**config.mk**
```make
export PLATFORM = sky130hd
export DESIGN_NAME = adaptive_resolution_controller
export DESIGN_NICKNAME = d
export VERILOG_FILES = /design/src/design/arc_pkg.sv /design/src/design/adaptive_resolution_controller.sv
export SDC_FILE = /design/constraint.sdc
export NUM_CORES = 2
export LEC_CHECK = 0
export BUFFER_PORTS_ARGS = -buffer_cell sky130_fd_sc_hd__buf_2
export CELL_PAD_IN_SITES_DETAIL_PLACEMENT = 0
export CELL_PAD_IN_SITES_GLOBAL_PLACEMENT = 1
export CORE_UTILIZATION = 45
export CTS_CLUSTER_DIAMETER = 80
export DETAILED_ROUTE_END_ITERATION = 10
export GPL_ROUTABILITY_DRIVEN = 0
export PLACE_DENSITY = 0.74
export SLEW_MARGIN = 20
export SYNTH_ARGS = -nofsm -noshare
export SYNTH_HDL_FRONTEND = slang
export SYNTH_SLANG_ARGS = --single-unit
```
**constraint.sdc**
```tcl
create_clock -name clk -period 10.5 [get_ports clk]
set_input_delay 1.575 -clock clk [delete_from_list [all_inputs] [get_ports clk]]
set_output_delay 1.575 -clock clk [all_outputs]
set_load 0.005 [all_outputs]
```
**src/design/arc_pkg.sv**
```systemverilog
// Shared constants and types for the adaptive resolution controller.
// No dependencies; used by the top level and its checker.
package arc_pkg;

  // Default widths
  localparam int TIME_BITS_DEF  = 20;
  localparam int COUNT_BITS_DEF = 16;

  // Scale is Q16, 65536 = 1.0
  localparam int SCALE_BITS = 17;
  localparam int OUT_DATA_W = ((SCALE_BITS + 7) / 8) * 8;

  // Q16 coefficients, truncated
  localparam int unsigned K_KEEP   = 62259;  // 0.95
  localparam int unsigned K_NEW    = 3276;   // 0.05
  localparam int unsigned K_SLOW   = 58982;  // 0.90
  localparam int unsigned K_FAST   = 45875;  // 0.70
  localparam int unsigned K_SHRINK = 58982;  // 0.90
  localparam int unsigned K_GROW   = 69468;  // 1.06

  // Register reset values
  localparam int unsigned RST_BUDGET   = 16667;
  localparam int unsigned RST_WARMUP   = 0;
  localparam int unsigned RST_DOWN     = 12;
  localparam int unsigned RST_UP       = 240;
  localparam int unsigned RST_COOLDOWN = 240;
  localparam int unsigned RST_FLOOR    = 19661;
  localparam int unsigned RST_CEILING  = 49152;
  localparam int unsigned RST_START    = 32768;

  localparam int CFG_IDX_BITS = 3;

  typedef enum logic [CFG_IDX_BITS-1:0] {
    CFG_FRAME_BUDGET    = 3'd0,
    CFG_WARMUP_COUNT    = 3'd1,
    CFG_DOWN_COUNT      = 3'd2,
    CFG_UP_COUNT        = 3'd3,
    CFG_COOLDOWN_LENGTH = 3'd4,
    CFG_SCALE_FLOOR     = 3'd5,
    CFG_SCALE_CEILING   = 3'd6,
    CFG_START_SCALE     = 3'd7
  } cfg_idx_t;

endpackage

```
**src/design/adaptive_resolution_controller.sv**
```systemverilog
// Adaptive resolution controller: render-time average, slow/fast run counters and scale update.
// Depends on arc_pkg.
//
// Takes one frame render time per transaction and returns one transaction per frame:
// the resized flag and the Q16 scale in force after that frame. Items are accepted
// every cycle while results are taken and no reinitialisation is pending; each passes
// the input register and the update logic into the output register. The output
// register lets the next item in while a result waits. Throughput is one item per
// clock under the same conditions, set by updating the average, counters and scale
// together. A configuration write (always accepted) sets init_pending_r, which holds
// in_tready low; the state is then reinitialised from the registers and the flag
// cleared. Reset sets the flag as well.
module adaptive_resolution_controller #(
  parameter int TIME_BITS  = arc_pkg::TIME_BITS_DEF,
  parameter int COUNT_BITS = arc_pkg::COUNT_BITS_DEF,
  localparam int InW  = ((TIME_BITS + 7) / 8) * 8,
  localparam int CfgW = (TIME_BITS > COUNT_BITS)
                        ? ((TIME_BITS > arc_pkg::SCALE_BITS) ? TIME_BITS : arc_pkg::SCALE_BITS)
                        : ((COUNT_BITS > arc_pkg::SCALE_BITS) ? COUNT_BITS : arc_pkg::SCALE_BITS)
) (
  input  logic                               clk,
  input  logic                               rst_n,
  // input stream
  input  logic                               in_tvalid,
  output logic                               in_tready,
  input  logic [InW-1:0]                     in_tdata,   // [TIME_BITS-1:0] render_time
  // result stream
  output logic                               out_tvalid,
  input  logic                               out_tready,
  output logic [arc_pkg::OUT_DATA_W-1:0]     out_tdata,  // [16:0] scale
  output logic                               out_tuser,  // [0] resized
  // configuration writes
  input  logic                               cfg_valid,
  output logic                               cfg_ready,
  input  logic [arc_pkg::CFG_IDX_BITS-1:0]   cfg_addr,
  input  logic [CfgW-1:0]                    cfg_data
);

  localparam int SB    = arc_pkg::SCALE_BITS;
  localparam int AvgW  = TIME_BITS + 8;
  localparam int ProdW = TIME_BITS + 24;
  localparam int SProdW = 2 * SB;

  // Configuration registers
  logic [TIME_BITS-1:0]  budget_r;
  logic [COUNT_BITS-1:0] warmup_r, down_r, up_r, cooldown_r;
  logic [SB-1:0]         floor_r, ceiling_r, start_r;

  // State
  logic                  init_pending_r;
  logic [AvgW-1:0]       avg_r, slow_thr_r, fast_thr_r;
  logic [SB-1:0]         scale_r;
  logic [COUNT_BITS-1:0] seen_r, hold_r, slow_run_r, fast_run_r;

  // Pipeline
  logic                  s1_valid_r;
  logic [TIME_BITS-1:0]  rt_r;
  logic                  out_valid_r;
  logic                  resized_r;
  logic [SB-1:0]         out_scale_r;

  logic advance;
  logic cfg_wr;

  // Next-state logic
  logic [ProdW-1:0]      keep_prod, new_prod, avg_sum;
  logic [ProdW-1:0]      slow_prod, fast_prod;
  logic [SProdW-1:0]     shrink_prod, grow_prod;
  logic [SB-1:0]         shrink_val, start_clamped;
  logic [SB:0]           grow_raw;
  logic [SB-1:0]         grow_val;
  logic [AvgW-1:0]       avg_nxt;
  logic [SB-1:0]         scale_nxt;
  logic [COUNT_BITS-1:0] seen_nxt, hold_nxt, slow_run_nxt, fast_run_nxt;
  logic [COUNT_BITS-1:0] hold_dec, slow_inc, fast_inc;
  logic                  resized_nxt;

  assign cfg_ready = 1'b1;
  assign cfg_wr    = cfg_valid & cfg_ready;

  assign advance    = s1_valid_r & (~out_valid_r | out_tready);
  assign in_tready  = ~init_pending_r & (~s1_valid_r | advance);
  assign out_tvalid = out_valid_r;
  assign out_tuser  = resized_r;
  assign out_tdata  = arc_pkg::OUT_DATA_W'(out_scale_r);

  // Thresholds and start scale, taken at the init cycle
  assign slow_prod = ProdW'({budget_r, 8'b0}) * ProdW'(arc_pkg::K_SLOW);
  assign fast_prod = ProdW'({budget_r, 8'b0}) * ProdW'(arc_pkg::K_FAST);

  always_comb begin
    start_clamped = start_r;
    if (start_clamped > ceiling_r) start_clamped = ceiling_r;
    if (start_clamped < floor_r) start_clamped = floor_r;
  end

  // Average update
  assign keep_prod = ProdW'(avg_r) * ProdW'(arc_pkg::K_KEEP);
  assign new_prod  = ProdW'({rt_r, 8'b0}) * ProdW'(arc_pkg::K_NEW);
  assign avg_sum   = keep_prod + new_prod;
  assign avg_nxt   = avg_sum[ProdW-1:16];

  // Candidate scales, from the current scale in parallel with the average
  assign shrink_prod = SProdW'(scale_r) * SProdW'(arc_pkg::K_SHRINK);
  assign grow_prod   = SProdW'(scale_r) * SProdW'(arc_pkg::K_GROW);
  assign shrink_val  = (shrink_prod[SProdW-2:16] < floor_r) ? floor_r : shrink_prod[SProdW-2:16];
  assign grow_raw    = grow_prod[SProdW-1:16];
  assign grow_val    = (grow_raw > {1'b0, ceiling_r}) ? ceiling_r : grow_raw[SB-1:0];

  assign hold_dec = (hold_r != '0) ? hold_r - COUNT_BITS'(1) : hold_r;
  assign slow_inc = (slow_run_r == '1) ? slow_run_r : slow_run_r + COUNT_BITS'(1);
  assign fast_inc = (fast_run_r == '1) ? fast_run_r : fast_run_r + COUNT_BITS'(1);

  always_comb begin
    seen_nxt     = (seen_r == '1) ? seen_r : seen_r + COUNT_BITS'(1);
    hold_nxt     = hold_dec;
    slow_run_nxt = slow_run_r;
    fast_run_nxt = fast_run_r;
    scale_nxt    = scale_r;
    resized_nxt  = 1'b0;
    if (seen_nxt > warmup_r && hold_dec == '0) begin
      if (avg_nxt > slow_thr_r) begin
        fast_run_nxt = '0;
        slow_run_nxt = slow_inc;
        if (slow_inc >= down_r && scale_r > floor_r) begin
          scale_nxt    = shrink_val;
          slow_run_nxt = '0;
          hold_nxt     = cooldown_r;
          resized_nxt  = 1'b1;
        end
      end else if (avg_nxt < fast_thr_r) begin
        slow_run_nxt = '0;
        fast_run_nxt = fast_inc;
        if (fast_inc >= up_r && scale_r < ceiling_r) begin
          scale_nxt    = grow_val;
          fast_run_nxt = '0;
          hold_nxt     = cooldown_r;
          resized_nxt  = 1'b1;
        end
      end else begin
        slow_run_nxt = '0;
        fast_run_nxt = '0;
      end
    end
  end

  // Configuration registers
  always_ff @(posedge clk) begin
    if (!rst_n) begin
      budget_r   <= TIME_BITS'(arc_pkg::RST_BUDGET);
      warmup_r   <= COUNT_BITS'(arc_pkg::RST_WARMUP);
      down_r     <= COUNT_BITS'(arc_pkg::RST_DOWN);
      up_r       <= COUNT_BITS'(arc_pkg::RST_UP);
      cooldown_r <= COUNT_BITS'(arc_pkg::RST_COOLDOWN);
      floor_r    <= SB'(arc_pkg::RST_FLOOR);
      ceiling_r  <= SB'(arc_pkg::RST_CEILING);
      start_r    <= SB'(arc_pkg::RST_START);
    end else if (cfg_wr) begin
      unique case (arc_pkg::cfg_idx_t'(cfg_addr))
        arc_pkg::CFG_FRAME_BUDGET:    budget_r   <= cfg_data[TIME_BITS-1:0];
        arc_pkg::CFG_WARMUP_COUNT:    warmup_r   <= cfg_data[COUNT_BITS-1:0];
        arc_pkg::CFG_DOWN_COUNT:      down_r     <= cfg_data[COUNT_BITS-1:0];
        arc_pkg::CFG_UP_COUNT:        up_r       <= cfg_data[COUNT_BITS-1:0];
        arc_pkg::CFG_COOLDOWN_LENGTH: cooldown_r <= cfg_data[COUNT_BITS-1:0];
        arc_pkg::CFG_SCALE_FLOOR:     floor_r    <= cfg_data[SB-1:0];
        arc_pkg::CFG_SCALE_CEILING:   ceiling_r  <= cfg_data[SB-1:0];
        arc_pkg::CFG_START_SCALE:     start_r    <= cfg_data[SB-1:0];
        default: ;
      endcase
    end
  end

  // Controller state; reinitialised through init_pending_r after reset or any register write
  always_ff @(posedge clk) begin
    if (!rst_n) begin
      init_pending_r <= 1'b1;
      seen_r         <= '0;
      hold_r         <= '0;
      slow_run_r     <= '0;
      fast_run_r     <= '0;
    end else if (cfg_wr) begin
      init_pending_r <= 1'b1;
    end else if (init_pending_r) begin
      init_pending_r <= 1'b0;
      avg_r          <= {budget_r, 8'b0};
      slow_thr_r     <= slow_prod[ProdW-1:16];
      fast_thr_r     <= fast_prod[ProdW-1:16];
      scale_r        <= start_clamped;
      seen_r         <= '0;
      hold_r         <= '0;
      slow_run_r     <= '0;
      fast_run_r     <= '0;
    end else if (advance) begin
      avg_r      <= avg_nxt;
      scale_r    <= scale_nxt;
      seen_r     <= seen_nxt;
      hold_r     <= hold_nxt;
      slow_run_r <= slow_run_nxt;
      fast_run_r <= fast_run_nxt;
    end
  end

  // Input register and output register
  always_ff @(posedge clk) begin
    if (!rst_n) begin
      s1_valid_r  <= 1'b0;
      out_valid_r <= 1'b0;
    end else begin
      if (in_tvalid && in_tready) begin
        s1_valid_r <= 1'b1;
      end else if (advance) begin
        s1_valid_r <= 1'b0;
      end
      if (advance) begin
        out_valid_r <= 1'b1;
      end else if (out_tready) begin
        out_valid_r <= 1'b0;
      end
    end
  end

  always_ff @(posedge clk) begin
    if (in_tvalid && in_tready) begin
      rt_r <= in_tdata[TIME_BITS-1:0];
    end
    if (advance) begin
      resized_r   <= resized_nxt;
      out_scale_r <= scale_nxt;
    end
  end

endmodule

```
# [After elaboration in Yosys (flattened, before gate mapping)]
# Index checks and enable logic that the tools add are counted.
[word_totals] input_bits=52 wordCells=132 register_bits=341
[op_classes] bitwise=8 n_mux=46 mul=6 n_eq_ne=10 n_reduce_logical=23 magnitude_cmp=11 add_sub_neg=5
[op_table] op="$mux W16" n=24
[op_table] op="$mux W17" n=11
[op_table] op="$mul A17 B15 Y32 const B" n=2
[op_table] op="$mux W28" n=2
[op_table] op="$lt A17 B17 Y1" n=3
[op_table] op="$add A16 B1 Y16 const B" n=3
[op_table] op="$eq A16 B16 Y1 const B" n=3
[op_table] op="$add A44 B40 Y44" n=1
[op_table] op="$mul A28 B16 Y44 const B" n=1
[op_table] op="$mul A20 B16 Y36 const B" n=1
[op_table] op="$mul A20 B15 Y35 const B" n=1
[op_table] op="$gt A17 B17 Y1" n=2
[op_table] op="$ge A16 B16 Y1" n=2
[op_table] op="$mul A20 B10 Y30 const B" n=1
[op_table] op="$gt A28 B28 Y1" n=1
[op_table] op="$lt A28 B28 Y1" n=1
[op_table] op="$gt A18 B17 Y1" n=1
[op_table] op="$reduce_and A2 Y1" n=9
[op_table] op="$gt A16 B16 Y1" n=1
[op_table] op="$logic_not A16 Y1" n=1
[op_table] op="$reduce_bool A16 Y1" n=1
[op_table] op="$sub A16 B1 Y16 const B" n=1
[op_table] op="$eq A3 B3 Y1 const B" n=4
[op_table] op="$mux W1" n=9
[op_table] op="9 further kinds" n=23

# [Logic depth before layout (Yosys ltp)]
[logic_depth] depth_word=10 ltp_mapped=50

# [Least setup slack after synthesis]
# Ideal clock, no wire load.
[synth_timing] path_kind="register to register" startpoint="reg rt_r[0]" endpoint="reg scale_r[4], data pin" synth_period_minus_slack_ps=10429 slack_ps=71 t_arrival_ps=10174 path_stages_with_launch=48 setup_ps=254 n_path_buf=1 path_cell_list="edfxtp_1 -> ha_1 -> ha_1 -> inv_1 -> fa_1 -> inv_1 -> fa_1 -> inv_1 -> fa_1 -> inv_1 -> ha_1 -> o21a_1 -> o21a_1 -> and2_1 -> o21a_1 -> o21ai_0 -> inv_1 -> o21ai_0 -> [... 12 more ...] -> and2_1 -> o2111ai_1 -> a21oi_1 -> nor2_1 -> xnor2_1 -> ha_1 -> and2_1 -> a221o_1 -> a21oi_1 -> o21ai_0 -> a21o_1 -> or4b_1 -> nor2_1 -> o21ai_1 -> clkbuf_1 -> nand2_1 -> o221ai_1 -> o21a_1"
[synth_between] elab_chain_len=8 elab_cells_between_ends=9 cone_classes="add/sub: 1; mul: 1; order compare: 2; mux: 5"
[synth_rtl] element="from (decl)" line_no="adaptive_resolution_controller.sv:57" rtl="logic [TIME_BITS-1:0] rt_r;"
[synth_rtl] element="from (signal assigned)" line_no="adaptive_resolution_controller.sv:224" rtl="rt_r <= in_tdata[TIME_BITS-1:0];"
[synth_rtl] element="$mul A20 B10 Y30 (*)" line_no="adaptive_resolution_controller.sv:99" rtl="assign new_prod = ProdW'({rt_r, 8'b0}) * ProdW'(arc_pkg::K_NEW);"
[synth_rtl] element="$add A44 B40 Y44 (*)" line_no="adaptive_resolution_controller.sv:100" rtl="assign avg_sum = keep_prod + new_prod;"
[synth_rtl] element="$lt A28 B28 Y1" line_no="adaptive_resolution_controller.sv:131" rtl="end else if (avg_nxt < fast_thr_r) begin"
[synth_rtl] element="$mux W17" line_no="adaptive_resolution_controller.sv:131"
[synth_rtl] element="$mux W17 (*)" line_no="adaptive_resolution_controller.sv:122" rtl="if (avg_nxt > slow_thr_r) begin"
[synth_rtl] element="$mux W17 (*)" line_no="adaptive_resolution_controller.sv:121" rtl="if (seen_nxt > warmup_r && hold_dec == '0) begin"
[synth_rtl] element="via scale_nxt[4]" line_no="adaptive_resolution_controller.sv:73" rtl="logic [SB-1:0] scale_nxt;"
[synth_rtl] element="$mux W17 (*)" line_no="adaptive_resolution_controller.sv:193" rtl="end else if (advance) begin"
[synth_rtl] element="$mux W17 (*)" line_no="adaptive_resolution_controller.sv:183" rtl="end else if (init_pending_r) begin"
[synth_rtl] element="to (signal assigned)" line_no="adaptive_resolution_controller.sv:188" rtl="scale_r <= start_clamped;"
[synth_rtl] element="to (signal assigned)" line_no="adaptive_resolution_controller.sv:195" rtl="scale_r <= scale_nxt;"
[synth_rtl] element="to (decl)" line_no="adaptive_resolution_controller.sv:52" rtl="logic [SB-1:0] scale_r;"
# The timed path passes the listed nets; every way through them passes the cells marked *. The select of a mux whose other input is x is not followed.
# A chain may end at the register's enable or synchronous reset.

# [Final worst setup path]
[layout_timing] startpoint="reg rt_r[5]" endpoint="reg scale_r[15], data pin"
# The elaborated chain is that of the path after synthesis.

==> results.cfg <==
[synthesis]
synth_top_area_share_pct = 26.00
synth_cell_types = 84
synth_most_common_cell = inv_1
postSynthAreaPerCell_um2 = 9.563
synth.largest_area_cell = fa_1
ys.flop_type = dfxtp_1
ys_seq_elements = 341
syn-cell-area_mm2 = 0.05059
synth.area.top_cells = fa_1 (26%), ha_1 (24%), inv_1 (8.4%)
synth_common_cells = inv_1 (1135), ha_1 (956), fa_1 (657)
yosys_warnings = 0
netlist_instances = 5290
seq_area_frac_synth_pct = 16.24
synth_edf_count = 139
synthArstFlopShare_pct = 0

[floorplanning]
die_height_um = 337.3
fp.dieW_um = 337.3
coreArea_mm2 = 0.1111
initial_utilization_pct = 45.52
rows = 122
pin_count = 80
die_area_mm2 = 0.1138

[layout]
fill_cells = 10364
multi_input_area_mm2 = 0.03892
drive_gt1_share_pct = 13.02
nets = 7302
regArea_mm2 = 0.008219
area_growth_pct = 14.42

[cts]
insertion_delay_ps = 630
cts_max_level = 2
cts_max_path_buffers = 3
root_buffer = clkbuf_16
cts_sinks = 341
cts_buffers = 46
hold_buffers = 0
tritoncts = done
clkTransAtPathRegs_ps = 60

[setup_path]
worst_path_most_repeated_cell = fa_1
setup.worst_path.class = reg -> reg
required_ps = 10850
slowest_delay_ps = 570
crit_arrival_ps = 11290
crit_buf_inv = 12
slowest_stage = or4b_4
cp_max_fo = 3
cp-start-kind = flop
critPathCaptureType = flop
cp_top_family = adder cells

[detailed_routing]
ant_nets = 0
wl_per_cell_um = 19.03
firstDrtPassIters = 6
routed_wl_mm = 136.2
via_per_inst = 5.212
num_vias = 37308
route.detailed.drc = 0
drt_iter0_markers = 2121

[placed_design]
port_buffers = 67
place_ws_ps = -1088
place_hpwl_mm = 110.1

[global_routing]
grt_pass1_vias = 38159
grt_overflow = 0
grt_max_degree = 99
antenna_found_initial = 1
grt_usage_pct = 24.57
grt_pass1_wl_mm = 215.8

[sta]
finalHoldViolCount = 0
setup_viol = 67
timing.final.crit_share_pct = 104.2
worst_slew_pin_slew_ps = 997.3
fin_skew_ps = 41.48
finalWorstSetupSlack_ps = -435.9
rsz0062_at_grt = true
maxSlewViolCount = 0
slew-limit-headroom_pct = 33.42
clock.fmax_ghz = 0.09144
fin_setup_tns_ps = -15790
min_period_ps = 10940

[min_path]
min_path_type = reg -> reg

[outcome]
outcome = complete, but fails checks
violations = setup timing

[run]
drv_cap = 0
## worst register-to-register path, delay by kind of cell (launching register included)
family	cells	cell delay, ps
compound gates	14	2330
xor+xnor	2	390
fa+ha+maj	12	4600
buf+inv	12	1120
flops	1	470
mux	1	280
simple gates	7	1500
## metrics by stage
step | cells | hold WS, ps | area [µm²] | utilization, %
floorplan | 5296 | 435.7 | 50610 | -
global placement | 7027 | 448.0 | 54510 | 49.05
detailed placement | 7027 | 454.8 | 54510 | 49.05
CTS | 7130 | 462.5 | 56950 | 51.25
global route | 7158 | 484.8 | 57890 | 52.09
finish | 7158 | 466.1 | 57890 | 52.09
## cell families after synthesis
group	after synthesis	share of synthesized area (%)
AO/OA/AOI/OAI	829	10.89
XOR/XNOR	167	2.891
adder cells (fa/ha/maj)	1613	49.64
buffers and inverters	1246	9.443
flip-flops	341	16.24
multiplexers	64	1.350
other	2	0.01485
AND/OR/NAND/NOR	1028	9.517
## path summary, 6_finish.rpt
| kind | start | cells after the start | to | slack [ps] |
|---|---|---|---|---|
| max reg2reg | rt_r[5]$_DFFE_PP_ | 48 | scale_r[15]$_DFFE_PP_ | -440 |
| max | rt_r[5]$_DFFE_PP_ | 48 | scale_r[15]$_DFFE_PP_ | -440 |
| min reg2reg | fast_run_r[12]$_SDFFE_PN0P_ | 2 | fast_run_r[12]$_SDFFE_PN0P_ | 470 |
| min | fast_run_r[12]$_SDFFE_PN0P_ | 2 | fast_run_r[12]$_SDFFE_PN0P_ | 470 |
## flip-flops by register name (all words and copies together) (netlist names), 17 cells and up
| register | cells |
|---|---|
| floor_r | 17 |
| ceiling_r | 17 |
| avg_r | 28 |
| start_r | 17 |
| fast_thr_r | 28 |
| budget_r | 20 |
| out_scale_r | 17 |
| rt_r | 20 |
| slow_thr_r | 28 |
| scale_r | 17 |
## routing by layer
metal | GRT usage (%) | part of all wire [%] | vias up
met2 | 40.13 | 46 | 716
met1 | 35.07 | 47 | 18361
met4 | 5.474 | 2.4 | 0
met3 | 2.438 | 4.3 | 147
li1 | - | - | 18084
met5 | 0 | 0 | -
## repair_timing
| item | 4_1_cts | 5_1_grt |
|---|---|---|
| pin swaps | 98 | 128 |
| cloned | 2 | 0 |
| hold endpoints to repair | 0 | 0 |
| buffers inserted | 24 | 30 |
| endpoints found under the setup margin | 83 | 83 |
| resized for setup | 150 | 170 |
## area by class of cell
cell class / instances / share of cell area [%]
diodes: 1 / 0.004323
clock buffers: 61 / 2.172
clock inverters: 19 / 0.4258
inverters: 1136 / 7.375
multi-input cells: 3709 / 67.23
flip-flops and latches: 341 / 14.20
well taps: 1488 / 3.216
repair buffers: 403 / 5.376
## layout by cell type, fill, tap and decap left out, types with 32 or more instances in the layout
master,netlist,final
nand4_1,47,47
o21ai_1,4,35
o21a_1,51,51
inv_1,1135,1119
ha_1,956,928
xor2_1,52,47
buf_4,20,303
nand3_1,83,80
fa_1,657,653
xnor2_1,115,100
o211ai_1,36,36
buf_2,4,66
a21boi_0,123,114
dfxtp_1,202,201
nor2b_1,59,57
nor3_1,63,54
mux2_2,34,33
a21oi_2,0,32
a21oi_1,205,171
a21o_1,89,89
o21ai_0,134,90
clkbuf_16,0,47
nand2_1,416,408
nor2_1,194,175
edfxtp_1,139,139
Power is left out: the tool's default activity adds up to more than one toggle a clock period on the data nets, which glitch-free logic cannot reach.
